### src/sv/srlm_pkg.sv
`timescale 1ns / 1ps
`default_nettype none
// ----------------------------------------------------------------------------
// srlm_pkg
// Shared constants, register codes and controller/datapath command types for
// the stereo RMS level meter.
// ----------------------------------------------------------------------------
package srlm_pkg;

    localparam int MAX_FRAMES_DEF  = 256;
    localparam int SAMPLE_BITS_DEF = 16;

    localparam int LEVEL_W    = 16;
    localparam int SCALED_W   = 17;
    localparam int CFG_IDX_W  = 2;
    localparam int CFG_DATA_W = 16;

    localparam logic [SCALED_W-1:0]   ONE_Q16    = 17'h10000;
    localparam logic [2*LEVEL_W-1:0]  ROUND_HALF = 32'd32768;

    localparam logic [LEVEL_W-1:0] DECAY_RESET      = 16'd60948;
    localparam logic [LEVEL_W-1:0] FULL_SCALE_RESET = 16'd11141;

    localparam logic [CFG_IDX_W-1:0] REG_DECAY      = 2'd0;
    localparam logic [CFG_IDX_W-1:0] REG_FULL_SCALE = 2'd1;

    typedef struct packed {
        logic acc_en;
        logic div_load;
        logic div_step;
        logic sqrt_load;
        logic sqrt_step;
        logic mix_mul;
        logic mix_add;
        logic scale_load;
        logic scale_step;
        logic out_load;
    } srlm_cmd_t;

    typedef struct packed {
        logic out_busy;
    } srlm_stat_t;

endpackage
`default_nettype wire

### src/sv/srlm_in_if.sv
`timescale 1ns / 1ps
`default_nettype none
// ----------------------------------------------------------------------------
// srlm_in_if
// Frame channel: one stereo sample pair and the end-of-buffer mark.
// ----------------------------------------------------------------------------
interface srlm_in_if
    import srlm_pkg::*;
#(
    parameter int SAMPLE_BITS = SAMPLE_BITS_DEF
) ();

    logic                          valid;
    logic                          ready;
    logic signed [SAMPLE_BITS-1:0] left_sample;
    logic signed [SAMPLE_BITS-1:0] right_sample;
    logic                          last_frame;

    modport source (
        output valid,
        output left_sample,
        output right_sample,
        output last_frame,
        input  ready
    );

    modport sink (
        input  valid,
        input  left_sample,
        input  right_sample,
        input  last_frame,
        output ready
    );

endinterface
`default_nettype wire

### src/sv/srlm_out_if.sv
`timescale 1ns / 1ps
`default_nettype none
// ----------------------------------------------------------------------------
// srlm_out_if
// Result channel: buffer RMS, smoothed level and scaled level.
// ----------------------------------------------------------------------------
interface srlm_out_if
    import srlm_pkg::*;
();

    logic                valid;
    logic                ready;
    logic [LEVEL_W-1:0]  buffer_rms;
    logic [LEVEL_W-1:0]  smoothed_level;
    logic [SCALED_W-1:0] scaled_level;

    modport source (
        output valid,
        output buffer_rms,
        output smoothed_level,
        output scaled_level,
        input  ready
    );

    modport sink (
        input  valid,
        input  buffer_rms,
        input  smoothed_level,
        input  scaled_level,
        output ready
    );

endinterface
`default_nettype wire

### src/sv/srlm_ctrl.sv
`timescale 1ns / 1ps
`default_nettype none
// ----------------------------------------------------------------------------
// srlm_ctrl
// Sequencer: accepts frames, then steps the divider, the square root, the
// smoothing multiply and the scaling divider, and hands off the result.
// ----------------------------------------------------------------------------
module srlm_ctrl
    import srlm_pkg::*;
#(
    parameter int MAX_FRAMES  = MAX_FRAMES_DEF,
    parameter int SAMPLE_BITS = SAMPLE_BITS_DEF
) (
    input  logic       clk,
    input  logic       rst_n,
    input  logic       in_valid,
    input  logic       in_last,
    output logic       in_ready,
    input  srlm_stat_t stat,
    output srlm_cmd_t  cmd
);

    localparam int CNT_W  = $clog2(MAX_FRAMES + 1);
    localparam int SUM_W  = 2 * SAMPLE_BITS - 1 + CNT_W;
    localparam int STEP_W = $clog2(SUM_W);

    localparam logic [3:0] S_ACC   = 4'd0;
    localparam logic [3:0] S_DLOAD = 4'd1;
    localparam logic [3:0] S_DIV   = 4'd2;
    localparam logic [3:0] S_SLOAD = 4'd3;
    localparam logic [3:0] S_SQRT  = 4'd4;
    localparam logic [3:0] S_MUL   = 4'd5;
    localparam logic [3:0] S_AVG   = 4'd6;
    localparam logic [3:0] S_CLOAD = 4'd7;
    localparam logic [3:0] S_SCALE = 4'd8;
    localparam logic [3:0] S_DONE  = 4'd9;

    logic [3:0]        state_reg, state_next;
    logic [STEP_W-1:0] step_reg, step_next;

    always_comb
    begin
        state_next = state_reg;
        step_next  = step_reg;
        cmd        = '0;
        in_ready   = 1'b0;
        case (state_reg)
            S_ACC:
            begin
                in_ready   = 1'b1;
                cmd.acc_en = in_valid;
                if (in_valid && in_last)
                begin
                    state_next = S_DLOAD;
                end
            end
            S_DLOAD:
            begin
                cmd.div_load = 1'b1;
                step_next    = STEP_W'(SUM_W - 1);
                state_next   = S_DIV;
            end
            S_DIV:
            begin
                cmd.div_step = 1'b1;
                step_next    = step_reg - 1'b1;
                if (step_reg == '0)
                begin
                    state_next = S_SLOAD;
                end
            end
            S_SLOAD:
            begin
                cmd.sqrt_load = 1'b1;
                step_next     = STEP_W'(SAMPLE_BITS - 1);
                state_next    = S_SQRT;
            end
            S_SQRT:
            begin
                cmd.sqrt_step = 1'b1;
                step_next     = step_reg - 1'b1;
                if (step_reg == '0)
                begin
                    state_next = S_MUL;
                end
            end
            S_MUL:
            begin
                cmd.mix_mul = 1'b1;
                state_next  = S_AVG;
            end
            S_AVG:
            begin
                cmd.mix_add = 1'b1;
                state_next  = S_CLOAD;
            end
            S_CLOAD:
            begin
                cmd.scale_load = 1'b1;
                step_next      = STEP_W'(LEVEL_W - 1);
                state_next     = S_SCALE;
            end
            S_SCALE:
            begin
                cmd.scale_step = 1'b1;
                step_next      = step_reg - 1'b1;
                if (step_reg == '0)
                begin
                    state_next = S_DONE;
                end
            end
            S_DONE:
            begin
                // hold until the output register is free or draining this cycle
                if (!stat.out_busy)
                begin
                    cmd.out_load = 1'b1;
                    state_next   = S_ACC;
                end
            end
            default:
            begin
                state_next = S_ACC;
            end
        endcase
    end

    always_ff @(posedge clk or negedge rst_n)
    begin
        if (!rst_n)
        begin
            state_reg <= S_ACC;
            step_reg  <= '0;
        end
        else
        begin
            state_reg <= state_next;
            step_reg  <= step_next;
        end
    end

endmodule
`default_nettype wire

### src/sv/srlm_datapath.sv
`timescale 1ns / 1ps
`default_nettype none
// ----------------------------------------------------------------------------
// srlm_datapath
// Square accumulator, restoring mean divider, digit-by-digit square root,
// smoothing multiply-add, scaling divider, config and output registers.
// ----------------------------------------------------------------------------
module srlm_datapath
    import srlm_pkg::*;
#(
    parameter int MAX_FRAMES  = MAX_FRAMES_DEF,
    parameter int SAMPLE_BITS = SAMPLE_BITS_DEF
) (
    input  logic                          clk,
    input  logic                          rst_n,
    input  logic                          cfg_we,
    input  logic [CFG_IDX_W-1:0]          cfg_index,
    input  logic [CFG_DATA_W-1:0]         cfg_wdata,
    input  logic signed [SAMPLE_BITS-1:0] left_sample,
    input  logic signed [SAMPLE_BITS-1:0] right_sample,
    input  srlm_cmd_t                     cmd,
    output srlm_stat_t                    stat,
    input  logic                          out_ready,
    output logic                          out_valid,
    output logic [LEVEL_W-1:0]            out_rms,
    output logic [LEVEL_W-1:0]            out_avg,
    output logic [SCALED_W-1:0]           out_scaled
);

    localparam int CNT_W  = $clog2(MAX_FRAMES + 1);
    localparam int SQ_W   = 2 * SAMPLE_BITS - 1;
    localparam int SUM_W  = SQ_W + CNT_W;
    localparam int DVS_W  = CNT_W + 1;
    localparam int RAD_W  = 2 * SAMPLE_BITS;
    localparam int SREM_W = SAMPLE_BITS + 1;

    // configuration
    logic [LEVEL_W-1:0] decay_reg, decay_next;
    logic [LEVEL_W-1:0] full_scale_reg, full_scale_next;

    // accumulator
    logic [SUM_W-1:0] sum_reg, sum_next;
    logic [CNT_W-1:0] count_reg, count_next;

    // mean divider
    logic [SUM_W-1:0] dq_reg, dq_next;
    logic [DVS_W-1:0] drem_reg, drem_next;
    logic [DVS_W-1:0] dvs_reg, dvs_next;

    // square root
    logic [RAD_W-1:0]       srad_reg, srad_next;
    logic [SREM_W-1:0]      srem_reg, srem_next;
    logic [SAMPLE_BITS-1:0] sroot_reg, sroot_next;

    // smoothing
    logic [2*LEVEL_W-1:0] prod_a_reg, prod_a_next;
    logic [2*LEVEL_W:0]   prod_b_reg, prod_b_next;
    logic [LEVEL_W-1:0]   avg_reg, avg_next;

    // scaling divider
    logic [LEVEL_W-1:0] crem_reg, crem_next;
    logic [LEVEL_W-1:0] cquo_reg, cquo_next;
    logic               clamp_reg, clamp_next;

    // output register
    logic                out_valid_reg, out_valid_next;
    logic [LEVEL_W-1:0]  out_rms_reg, out_rms_next;
    logic [LEVEL_W-1:0]  out_avg_reg, out_avg_next;
    logic [SCALED_W-1:0] out_scaled_reg, out_scaled_next;

    logic signed [2*SAMPLE_BITS-1:0] sq_l_full, sq_r_full;
    logic [SUM_W-1:0]                frame_sq;
    logic [DVS_W:0]                  div_trial, div_diff;
    logic                            div_ge;
    logic [SREM_W+1:0]               rt_trial, rt_test, rt_diff;
    logic                            rt_ge;
    logic [SAMPLE_BITS+LEVEL_W-1:0]  rms_wide;
    logic [LEVEL_W-1:0]              rms_q16;
    logic [LEVEL_W:0]                weight_new;
    logic [2*LEVEL_W+1:0]            mix_sum;
    logic [LEVEL_W:0]                sc_trial, sc_diff;
    logic                            sc_ge;
    logic [SCALED_W-1:0]             scaled_value;

    assign sq_l_full = left_sample * left_sample;
    assign sq_r_full = right_sample * right_sample;
    assign frame_sq  = SUM_W'(sq_l_full[SQ_W-1:0]) + SUM_W'(sq_r_full[SQ_W-1:0]);

    assign div_trial = {drem_reg, dq_reg[SUM_W-1]};
    assign div_ge    = div_trial >= {1'b0, dvs_reg};
    assign div_diff  = div_trial - {1'b0, dvs_reg};

    assign rt_trial = {srem_reg, srad_reg[RAD_W-1 -: 2]};
    assign rt_test  = {1'b0, sroot_reg, 2'b01};
    assign rt_ge    = rt_trial >= rt_test;
    assign rt_diff  = rt_trial - rt_test;

    // root is in units of 2^-SAMPLE_BITS; realign to Q0.16
    assign rms_wide = {sroot_reg, {LEVEL_W{1'b0}}};
    assign rms_q16  = rms_wide[SAMPLE_BITS +: LEVEL_W];

    assign weight_new = ONE_Q16 - {1'b0, decay_reg};
    assign mix_sum    = (2*LEVEL_W+2)'(prod_a_reg) + (2*LEVEL_W+2)'(prod_b_reg)
                      + (2*LEVEL_W+2)'(ROUND_HALF);

    assign sc_trial = {crem_reg, 1'b0};
    assign sc_ge    = sc_trial >= {1'b0, full_scale_reg};
    assign sc_diff  = sc_trial - {1'b0, full_scale_reg};

    always_comb
    begin
        if (clamp_reg)
        begin
            scaled_value = (avg_reg != '0) ? ONE_Q16 : '0;
        end
        else
        begin
            scaled_value = {1'b0, cquo_reg};
        end
    end

    always_comb
    begin
        decay_next      = decay_reg;
        full_scale_next = full_scale_reg;
        sum_next        = sum_reg;
        count_next      = count_reg;
        dq_next         = dq_reg;
        drem_next       = drem_reg;
        dvs_next        = dvs_reg;
        srad_next       = srad_reg;
        srem_next       = srem_reg;
        sroot_next      = sroot_reg;
        prod_a_next     = prod_a_reg;
        prod_b_next     = prod_b_reg;
        avg_next        = avg_reg;
        crem_next       = crem_reg;
        cquo_next       = cquo_reg;
        clamp_next      = clamp_reg;
        out_valid_next  = out_valid_reg;
        out_rms_next    = out_rms_reg;
        out_avg_next    = out_avg_reg;
        out_scaled_next = out_scaled_reg;

        if (cfg_we)
        begin
            case (cfg_index)
                REG_DECAY:      decay_next      = cfg_wdata;
                REG_FULL_SCALE: full_scale_next = cfg_wdata;
                default:        ;
            endcase
        end

        // drop frames once the count is saturated
        if (cmd.acc_en && (count_reg < CNT_W'(MAX_FRAMES)))
        begin
            sum_next   = sum_reg + frame_sq;
            count_next = count_reg + 1'b1;
        end

        if (cmd.div_load)
        begin
            dq_next    = sum_reg;
            drem_next  = '0;
            dvs_next   = {count_reg, 1'b0};
            sum_next   = '0;
            count_next = '0;
        end

        if (cmd.div_step)
        begin
            dq_next   = {dq_reg[SUM_W-2:0], div_ge};
            drem_next = div_ge ? div_diff[DVS_W-1:0] : div_trial[DVS_W-1:0];
        end

        if (cmd.sqrt_load)
        begin
            srad_next  = dq_reg[RAD_W-1:0];
            srem_next  = '0;
            sroot_next = '0;
        end

        if (cmd.sqrt_step)
        begin
            srad_next  = {srad_reg[RAD_W-3:0], 2'b00};
            srem_next  = rt_ge ? rt_diff[SREM_W-1:0] : rt_trial[SREM_W-1:0];
            sroot_next = {sroot_reg[SAMPLE_BITS-2:0], rt_ge};
        end

        if (cmd.mix_mul)
        begin
            prod_a_next = avg_reg * decay_reg;
            prod_b_next = rms_q16 * weight_new;
        end

        if (cmd.mix_add)
        begin
            avg_next = mix_sum[2*LEVEL_W-1:LEVEL_W];
        end

        if (cmd.scale_load)
        begin
            clamp_next = avg_reg >= full_scale_reg;
            crem_next  = avg_reg;
            cquo_next  = '0;
        end

        if (cmd.scale_step)
        begin
            crem_next = sc_ge ? sc_diff[LEVEL_W-1:0] : sc_trial[LEVEL_W-1:0];
            cquo_next = {cquo_reg[LEVEL_W-2:0], sc_ge};
        end

        if (out_valid_reg && out_ready)
        begin
            out_valid_next = 1'b0;
        end

        if (cmd.out_load)
        begin
            out_valid_next  = 1'b1;
            out_rms_next    = rms_q16;
            out_avg_next    = avg_reg;
            out_scaled_next = scaled_value;
        end
    end

    always_ff @(posedge clk or negedge rst_n)
    begin
        if (!rst_n)
        begin
            decay_reg      <= DECAY_RESET;
            full_scale_reg <= FULL_SCALE_RESET;
            sum_reg        <= '0;
            count_reg      <= '0;
            avg_reg        <= '0;
            out_valid_reg  <= 1'b0;
        end
        else
        begin
            decay_reg      <= decay_next;
            full_scale_reg <= full_scale_next;
            sum_reg        <= sum_next;
            count_reg      <= count_next;
            avg_reg        <= avg_next;
            out_valid_reg  <= out_valid_next;
        end
    end

    always_ff @(posedge clk)
    begin
        dq_reg         <= dq_next;
        drem_reg       <= drem_next;
        dvs_reg        <= dvs_next;
        srad_reg       <= srad_next;
        srem_reg       <= srem_next;
        sroot_reg      <= sroot_next;
        prod_a_reg     <= prod_a_next;
        prod_b_reg     <= prod_b_next;
        crem_reg       <= crem_next;
        cquo_reg       <= cquo_next;
        clamp_reg      <= clamp_next;
        out_rms_reg    <= out_rms_next;
        out_avg_reg    <= out_avg_next;
        out_scaled_reg <= out_scaled_next;
    end

    assign stat.out_busy = out_valid_reg && !out_ready;
    assign out_valid     = out_valid_reg;
    assign out_rms       = out_rms_reg;
    assign out_avg       = out_avg_reg;
    assign out_scaled    = out_scaled_reg;

endmodule
`default_nettype wire

### src/sv/stereo_rms_level_meter_core.sv
`timescale 1ns / 1ps
`default_nettype none
// ----------------------------------------------------------------------------
// stereo_rms_level_meter_core
// Stereo RMS meter with exponential smoothing and full-scale mapping.
// ----------------------------------------------------------------------------
// Usage:
//   in_ch carries one stereo frame per transfer; last_frame closes a buffer.
//   Within a buffer a frame is taken every cycle. After the closing frame the
//   block holds in_ch.ready low while it computes, then presents one result
//   on out_ch (buffer_rms, smoothed_level, scaled_level).
//   After the closing transfer the data passes the bit-serial mean divider
//   (SUM_W steps, SUM_W = 2*SAMPLE_BITS - 1 + clog2(MAX_FRAMES+1)), the
//   square root (SAMPLE_BITS steps), the smoothing multiply-add and the
//   scaling divider (16 steps) before the result reaches out_ch.
//   Frames beyond MAX_FRAMES in one buffer are taken but not counted.
//   cfg_we writes decay_factor (index 0) or full_scale_level (index 1).
//   Reset clears the sum, the count and the smoothed level and restores the
//   register defaults. A stalled result stays in the output register while
//   the next buffer accumulates; a new result waits until it is taken.
// ----------------------------------------------------------------------------
module stereo_rms_level_meter_core
    import srlm_pkg::*;
#(
    parameter int MAX_FRAMES  = MAX_FRAMES_DEF,
    parameter int SAMPLE_BITS = SAMPLE_BITS_DEF
) (
    input  logic                  clk,
    input  logic                  rst_n,
    srlm_in_if.sink               in_ch,
    srlm_out_if.source            out_ch,
    input  logic                  cfg_we,
    input  logic [CFG_IDX_W-1:0]  cfg_index,
    input  logic [CFG_DATA_W-1:0] cfg_wdata
);

    srlm_cmd_t  cmd;
    srlm_stat_t stat;

    srlm_ctrl #(
        .MAX_FRAMES  (MAX_FRAMES),
        .SAMPLE_BITS (SAMPLE_BITS)
    ) u_ctrl (
        .clk      (clk),
        .rst_n    (rst_n),
        .in_valid (in_ch.valid),
        .in_last  (in_ch.last_frame),
        .in_ready (in_ch.ready),
        .stat     (stat),
        .cmd      (cmd)
    );

    srlm_datapath #(
        .MAX_FRAMES  (MAX_FRAMES),
        .SAMPLE_BITS (SAMPLE_BITS)
    ) u_datapath (
        .clk          (clk),
        .rst_n        (rst_n),
        .cfg_we       (cfg_we),
        .cfg_index    (cfg_index),
        .cfg_wdata    (cfg_wdata),
        .left_sample  (in_ch.left_sample),
        .right_sample (in_ch.right_sample),
        .cmd          (cmd),
        .stat         (stat),
        .out_ready    (out_ch.ready),
        .out_valid    (out_ch.valid),
        .out_rms      (out_ch.buffer_rms),
        .out_avg      (out_ch.smoothed_level),
        .out_scaled   (out_ch.scaled_level)
    );

    // one controller command at a time
    a_cmd_onehot: assert property (@(posedge clk) disable iff (!rst_n)
        $onehot0(cmd))
        else $error("more than one datapath command active");

    // a closing frame transfer stops frame intake
    a_close_stalls: assert property (@(posedge clk) disable iff (!rst_n)
        (in_ch.valid && in_ch.ready && in_ch.last_frame) |=> !in_ch.ready)
        else $error("frame intake continued after buffer close");

    // never overwrite a result the receiver has not taken
    a_no_overwrite: assert property (@(posedge clk) disable iff (!rst_n)
        cmd.out_load |-> !(out_ch.valid && !out_ch.ready))
        else $error("pending result overwritten");

    a_scaled_range: assert property (@(posedge clk) disable iff (!rst_n)
        out_ch.valid |-> (out_ch.scaled_level <= ONE_Q16))
        else $error("scaled level above one");

endmodule
`default_nettype wire

### src/flat_wrapper.sv
// flat-port wrapper written by rule: the top's interface ports become plain ports
module stereo_rms_level_meter_core_flat import srlm_pkg::*;
#(
    parameter int MAX_FRAMES  = MAX_FRAMES_DEF,
    parameter int SAMPLE_BITS = SAMPLE_BITS_DEF
)
  (clk, rst_n, cfg_we, cfg_index, cfg_wdata, in_ch_valid, in_ch_left_sample, in_ch_right_sample, in_ch_last_frame, in_ch_ready, out_ch_valid, out_ch_buffer_rms, out_ch_smoothed_level, out_ch_scaled_level, out_ch_ready);
  srlm_in_if #(.SAMPLE_BITS(SAMPLE_BITS)) in_ch_i ();
  srlm_out_if out_ch_i ();
  input  logic clk;
  input  logic rst_n;
  input  logic cfg_we;
  input  logic [CFG_IDX_W-1:0] cfg_index;
  input  logic [CFG_DATA_W-1:0] cfg_wdata;
  input wire logic [$bits(in_ch_i.valid)-1:0] in_ch_valid;
  input wire logic [$bits(in_ch_i.left_sample)-1:0] in_ch_left_sample;
  input wire logic [$bits(in_ch_i.right_sample)-1:0] in_ch_right_sample;
  input wire logic [$bits(in_ch_i.last_frame)-1:0] in_ch_last_frame;
  output wire logic [$bits(in_ch_i.ready)-1:0] in_ch_ready;
  output wire logic [$bits(out_ch_i.valid)-1:0] out_ch_valid;
  output wire logic [$bits(out_ch_i.buffer_rms)-1:0] out_ch_buffer_rms;
  output wire logic [$bits(out_ch_i.smoothed_level)-1:0] out_ch_smoothed_level;
  output wire logic [$bits(out_ch_i.scaled_level)-1:0] out_ch_scaled_level;
  input wire logic [$bits(out_ch_i.ready)-1:0] out_ch_ready;
  assign in_ch_i.valid = in_ch_valid;
  assign in_ch_i.left_sample = in_ch_left_sample;
  assign in_ch_i.right_sample = in_ch_right_sample;
  assign in_ch_i.last_frame = in_ch_last_frame;
  assign in_ch_ready = in_ch_i.ready;
  assign out_ch_valid = out_ch_i.valid;
  assign out_ch_buffer_rms = out_ch_i.buffer_rms;
  assign out_ch_smoothed_level = out_ch_i.smoothed_level;
  assign out_ch_scaled_level = out_ch_i.scaled_level;
  assign out_ch_i.ready = out_ch_ready;
  stereo_rms_level_meter_core #(.MAX_FRAMES(MAX_FRAMES), .SAMPLE_BITS(SAMPLE_BITS)) u_core (.clk(clk), .rst_n(rst_n), .in_ch(in_ch_i), .out_ch(out_ch_i), .cfg_we(cfg_we), .cfg_index(cfg_index), .cfg_wdata(cfg_wdata));
endmodule
### config.mk
export PLATFORM = sky130hd
export DESIGN_NAME = stereo_rms_level_meter_core_flat
export DESIGN_NICKNAME = d
export VERILOG_FILES = /design/src/sv/srlm_pkg.sv /design/src/sv/srlm_in_if.sv /design/src/sv/srlm_out_if.sv /design/src/sv/srlm_ctrl.sv /design/src/sv/srlm_datapath.sv /design/src/sv/stereo_rms_level_meter_core.sv /design/src/flat_wrapper.sv
export SDC_FILE = /design/constraint.sdc
export NUM_CORES = 2
export LEC_CHECK = 0
export BUFFER_PORTS_ARGS = -buffer_cell sky130_fd_sc_hd__buf_2
export CAP_MARGIN = 10
export CORE_ASPECT_RATIO = 0.8
export CORE_UTILIZATION = 50
export CTS_CLUSTER_SIZE = 10
export DETAILED_ROUTE_END_ITERATION = 7
export PLACE_DENSITY = 0.7
export SLEW_MARGIN = 10
export SYNTH_ARGS = -nofsm -noshare
export SYNTH_HDL_FRONTEND = slang
export SYNTH_SLANG_ARGS = --single-unit
### constraint.sdc
create_clock -name clk -period 12.07 [get_ports clk]
set_input_delay 3.0175 -clock clk [delete_from_list [all_inputs] [get_ports clk]]
set_output_delay 3.0175 -clock clk [all_outputs]
set_load 0.01 [all_outputs]
==> impl_metrics.csv <==
group,metric,value,unit
detailed_routing,drt_pass1_iterations,6,
status,status,"complete, no violations",
sta,setup_viol_count_final,0,
sta,hold_viol_final,0,
worst_setup_path,type_of_origin_of_the_critical_path,"primary input",
placed_design,place.gp.congestion,0.883,
clocking,post_cts.repair.setup_buffers,0,
logic_synthesis,yosysMostFrequentCell,"sky130_fd_sc_hd__inv_1",
logic_synthesis,syn_inst,5810,
sta,fin_worst_skew,45.0,ps
sta,fmax,91.7,MHz
sta,worstMarginPinSlew,1160,ps
worst_setup_path,crit_required,12570,ps
logic_synthesis,synth-edff-count,268,
floorplan,dieArea,112000,um2
logic_synthesis,yosys.cell_types.count,95,
grt,grt_first_pass_wirelength,217000,um
logic_synthesis,yosys.area.top_type,"sky130_fd_sc_hd__fa_1",
logic_synthesis,yosys_warnings,0,
final_layout,area_delta_synth_final,6.22,%
logic_synthesis,synth_seq_cells,378,
sta,fin_crit,10910,ps
worst_setup_path,endpoint_kind,"register",
detailed_routing,avgViaCountPerCell,5.44,
floorplan,rows,108,
floorplan,fp.coreArea,109000,um2
logic_synthesis,syn-cell-area,55400,um2
sta,share_of_the_clock_period_used_by_the_worst_path_after_layout,90.4,%
clocking,ctsHoldBuffers,0,
sta,timing.setup.tns,0,ps
logic_synthesis,ys_top_cells_by_area,"sky130_fd_sc_hd__fa_1, sky130_fd_sc_hd__edfxtp_1, sky130_fd_sc_hd__ha_1",
worst_setup_path,worst-endpoint-arrival,11410,ps
clocking,worst_setup_hold_path_clk_slew,60,ps
floorplan,die_width,374,um
floorplan,die_h,300,um
final_layout,final_layout_size_suffix_gt1_share,5.89,%
min_path,hold_path.class,"reg2reg",
floorplan,num_io_pins,107,
worst_setup_path,worstSetupPathType,"in2reg",
worst_setup_path,cpMaxStageDelayCell,"sky130_fd_sc_hd__fa_1",
logic_synthesis,synth_top_cells_by_count,"sky130_fd_sc_hd__inv_1, sky130_fd_sc_hd__fa_1, sky130_fd_sc_hd__nand2_1",
final_layout,layout.nets,7280,
sta,final_number_of_max_transition_violations,0,
logic_synthesis,synthDominantCellAreaShare,32.3,%
logic_synthesis,ys_async_sr_fraction,28.6,%
worst_setup_path,worstPathMaxFanout,12,
clocking,cts_made_buffers,49,
logic_synthesis,synth_seq_area_share,19.5,%
sta,postLayoutSetupSlackWorst,1160,ps
sta,rsz0062_at_grt,"no",
sta,max_slew_margin,22.7,%
grt,antenna_found_initial,7,
final_layout,number_of_filler_cells_placed_in_the_layout,9666,
detailed_routing,detail_route.wl_per_cell,18.0,um
detailed_routing,first_iter_violations,3002,
logic_synthesis,synth_nets,7286,
run,cap_violations,0,
grt,number_of_global_route_vias_before_repair,41200,
grt,grt_max_degree,66,
clocking,cts_num_sinks,378,
placed_design,detailed_place_hpwl,102000,um
detailed_routing,drc,0,
clocking,tritoncts,"done",
clocking,clock_path_buffers,3,
clocking,cts_resized,0,
placed_design,io_buffers,106,
grt,track_usage,24.1,%
placed_design,pre_cts_ws,643,ps
logic_synthesis,avgSynthCellArea,9.53,um2
clocking,clock_latency,640,ps
clocking,clock-root-buffer,"sky130_fd_sc_hd__clkbuf_16",
detailed_routing,vias,39600,
detailed_routing,postRouteAntennaNets,0,
worst_setup_path,cpPeakStageDelay,740,ps
logic_synthesis,yosys_most_used_dff,"sky130_fd_sc_hd__edfxtp_1",
detailed_routing,total_wirelength,131000,um
worst_setup_path,crit_path_frequent_cell,"sky130_fd_sc_hd__fa_1",
grt,global_route.overflow_total,0,
floorplan,starting_utilization_of_the_core_area,50.7,%
clocking,cts-htree-levels,2,
## critical path, delay by kind of cell
family,cells,cell delay [ps]
AOI/OAI and AO/OA,11,2030
and+or+nand+nor,4,730
buffers and inverters,7,1110
adders and majority gates,9,4510
## final timing paths
check | start | to | slack, ps | cells after the start
worst max-delay path | in_ch_right_sample[15] | u_core.u_datapath.sum_reg[35] | 1160 | 31
worst min-delay path | u_core.u_ctrl.step_reg[0] | u_core.u_ctrl.step_reg[0] | 490 | 1
worst max register to register | u_core.u_datapath.decay_reg[1] | u_core.u_datapath.prod_b_reg[28] | 2810 | 25
worst min register to register | u_core.u_ctrl.step_reg[0] | u_core.u_ctrl.step_reg[0] | 490 | 1
max in group asynchronous | rst_n | u_core.u_datapath.decay_reg[8] | 8200 | 2
min in group asynchronous | rst_n | u_core.u_datapath.sum_reg[38] | 2450 | 1
## final cells by class
class | count | area [um2] | area share [%]
sequential | 378 | 10800 | 18.4
clock inverter | 15 | 119 | 0.202
tap | 1430 | 1790 | 3.04
multi-input combinational | 3963 | 39100 | 66.5
timing repair buffer | 167 | 991 | 1.68
antenna | 1 | 2.50 | 0.00425
inverter | 1245 | 4670 | 7.94
clock buffer | 75 | 1350 | 2.30
## layer usage
metal  routed length [um]  global-route usage (%)  up-vias
met5                   33                       0        -
li1                     -                       -    18300
met2                61500                    39.6     1249
met3                 9400                    3.71      194
met4                 3010                    5.64        6
met1                56700                    33.7    19900
## logic make-up (layout without fill, tap and decap cells)
family,after synthesis,in the layout,share of synthesized area [%]
buffers and inverters,1469,1502,10.1
AOI/OAI and AO/OA,691,691,8.20
DFF,378,378,19.5
xor gates and xnor gates,227,227,3.59
adders and majority gates,1422,1422,44.2
muxes,59,59,1.14
other,0,1,0
and+or+nand+nor,1564,1564,13.3
## layout by cell type, fill, tap and decap left out, types with 29 or more instances in the layout
| cell type | n |
|---|---|
| sky130_fd_sc_hd__inv_1 | 1241 |
| sky130_fd_sc_hd__fa_1 | 893 |
| sky130_fd_sc_hd__nand2_1 | 712 |
| sky130_fd_sc_hd__ha_1 | 527 |
| sky130_fd_sc_hd__edfxtp_1 | 268 |
| sky130_fd_sc_hd__and2_1 | 257 |
| sky130_fd_sc_hd__nor2_1 | 210 |
| sky130_fd_sc_hd__a21oi_1 | 165 |
| sky130_fd_sc_hd__o21ai_0 | 163 |
| sky130_fd_sc_hd__xnor2_1 | 155 |
| sky130_fd_sc_hd__buf_2 | 105 |
| sky130_fd_sc_hd__nand3_1 | 98 |
| sky130_fd_sc_hd__a21o_1 | 94 |
| sky130_fd_sc_hd__dfrtp_1 | 93 |
| sky130_fd_sc_hd__xor2_1 | 67 |
| sky130_fd_sc_hd__buf_4 | 62 |
| sky130_fd_sc_hd__nor3_1 | 49 |
| sky130_fd_sc_hd__clkbuf_16 | 49 |
| sky130_fd_sc_hd__nand2b_1 | 40 |
| sky130_fd_sc_hd__nor2b_1 | 40 |
| sky130_fd_sc_hd__and3_1 | 31 |
| sky130_fd_sc_hd__mux2_2 | 31 |
| sky130_fd_sc_hd__a22o_1 | 31 |
| sky130_fd_sc_hd__o21a_1 | 29 |
## stage by stage
step	instances	area (um2)	hold WS, ps	util, %
2_1_floorplan	5810	55400	424	-
3_3_place_gp	7183	57400	482	52.5
3_5_place_dp	7183	57400	485	52.5
4_1_cts	7273	58800	494	53.9
5_1_grt	7273	58800	511	53.9
6_report	7274	58800	494	53.9
Power is left out: the tool's default activity adds up to more than one toggle a clock period on the data nets, which glitch-free logic cannot reach.
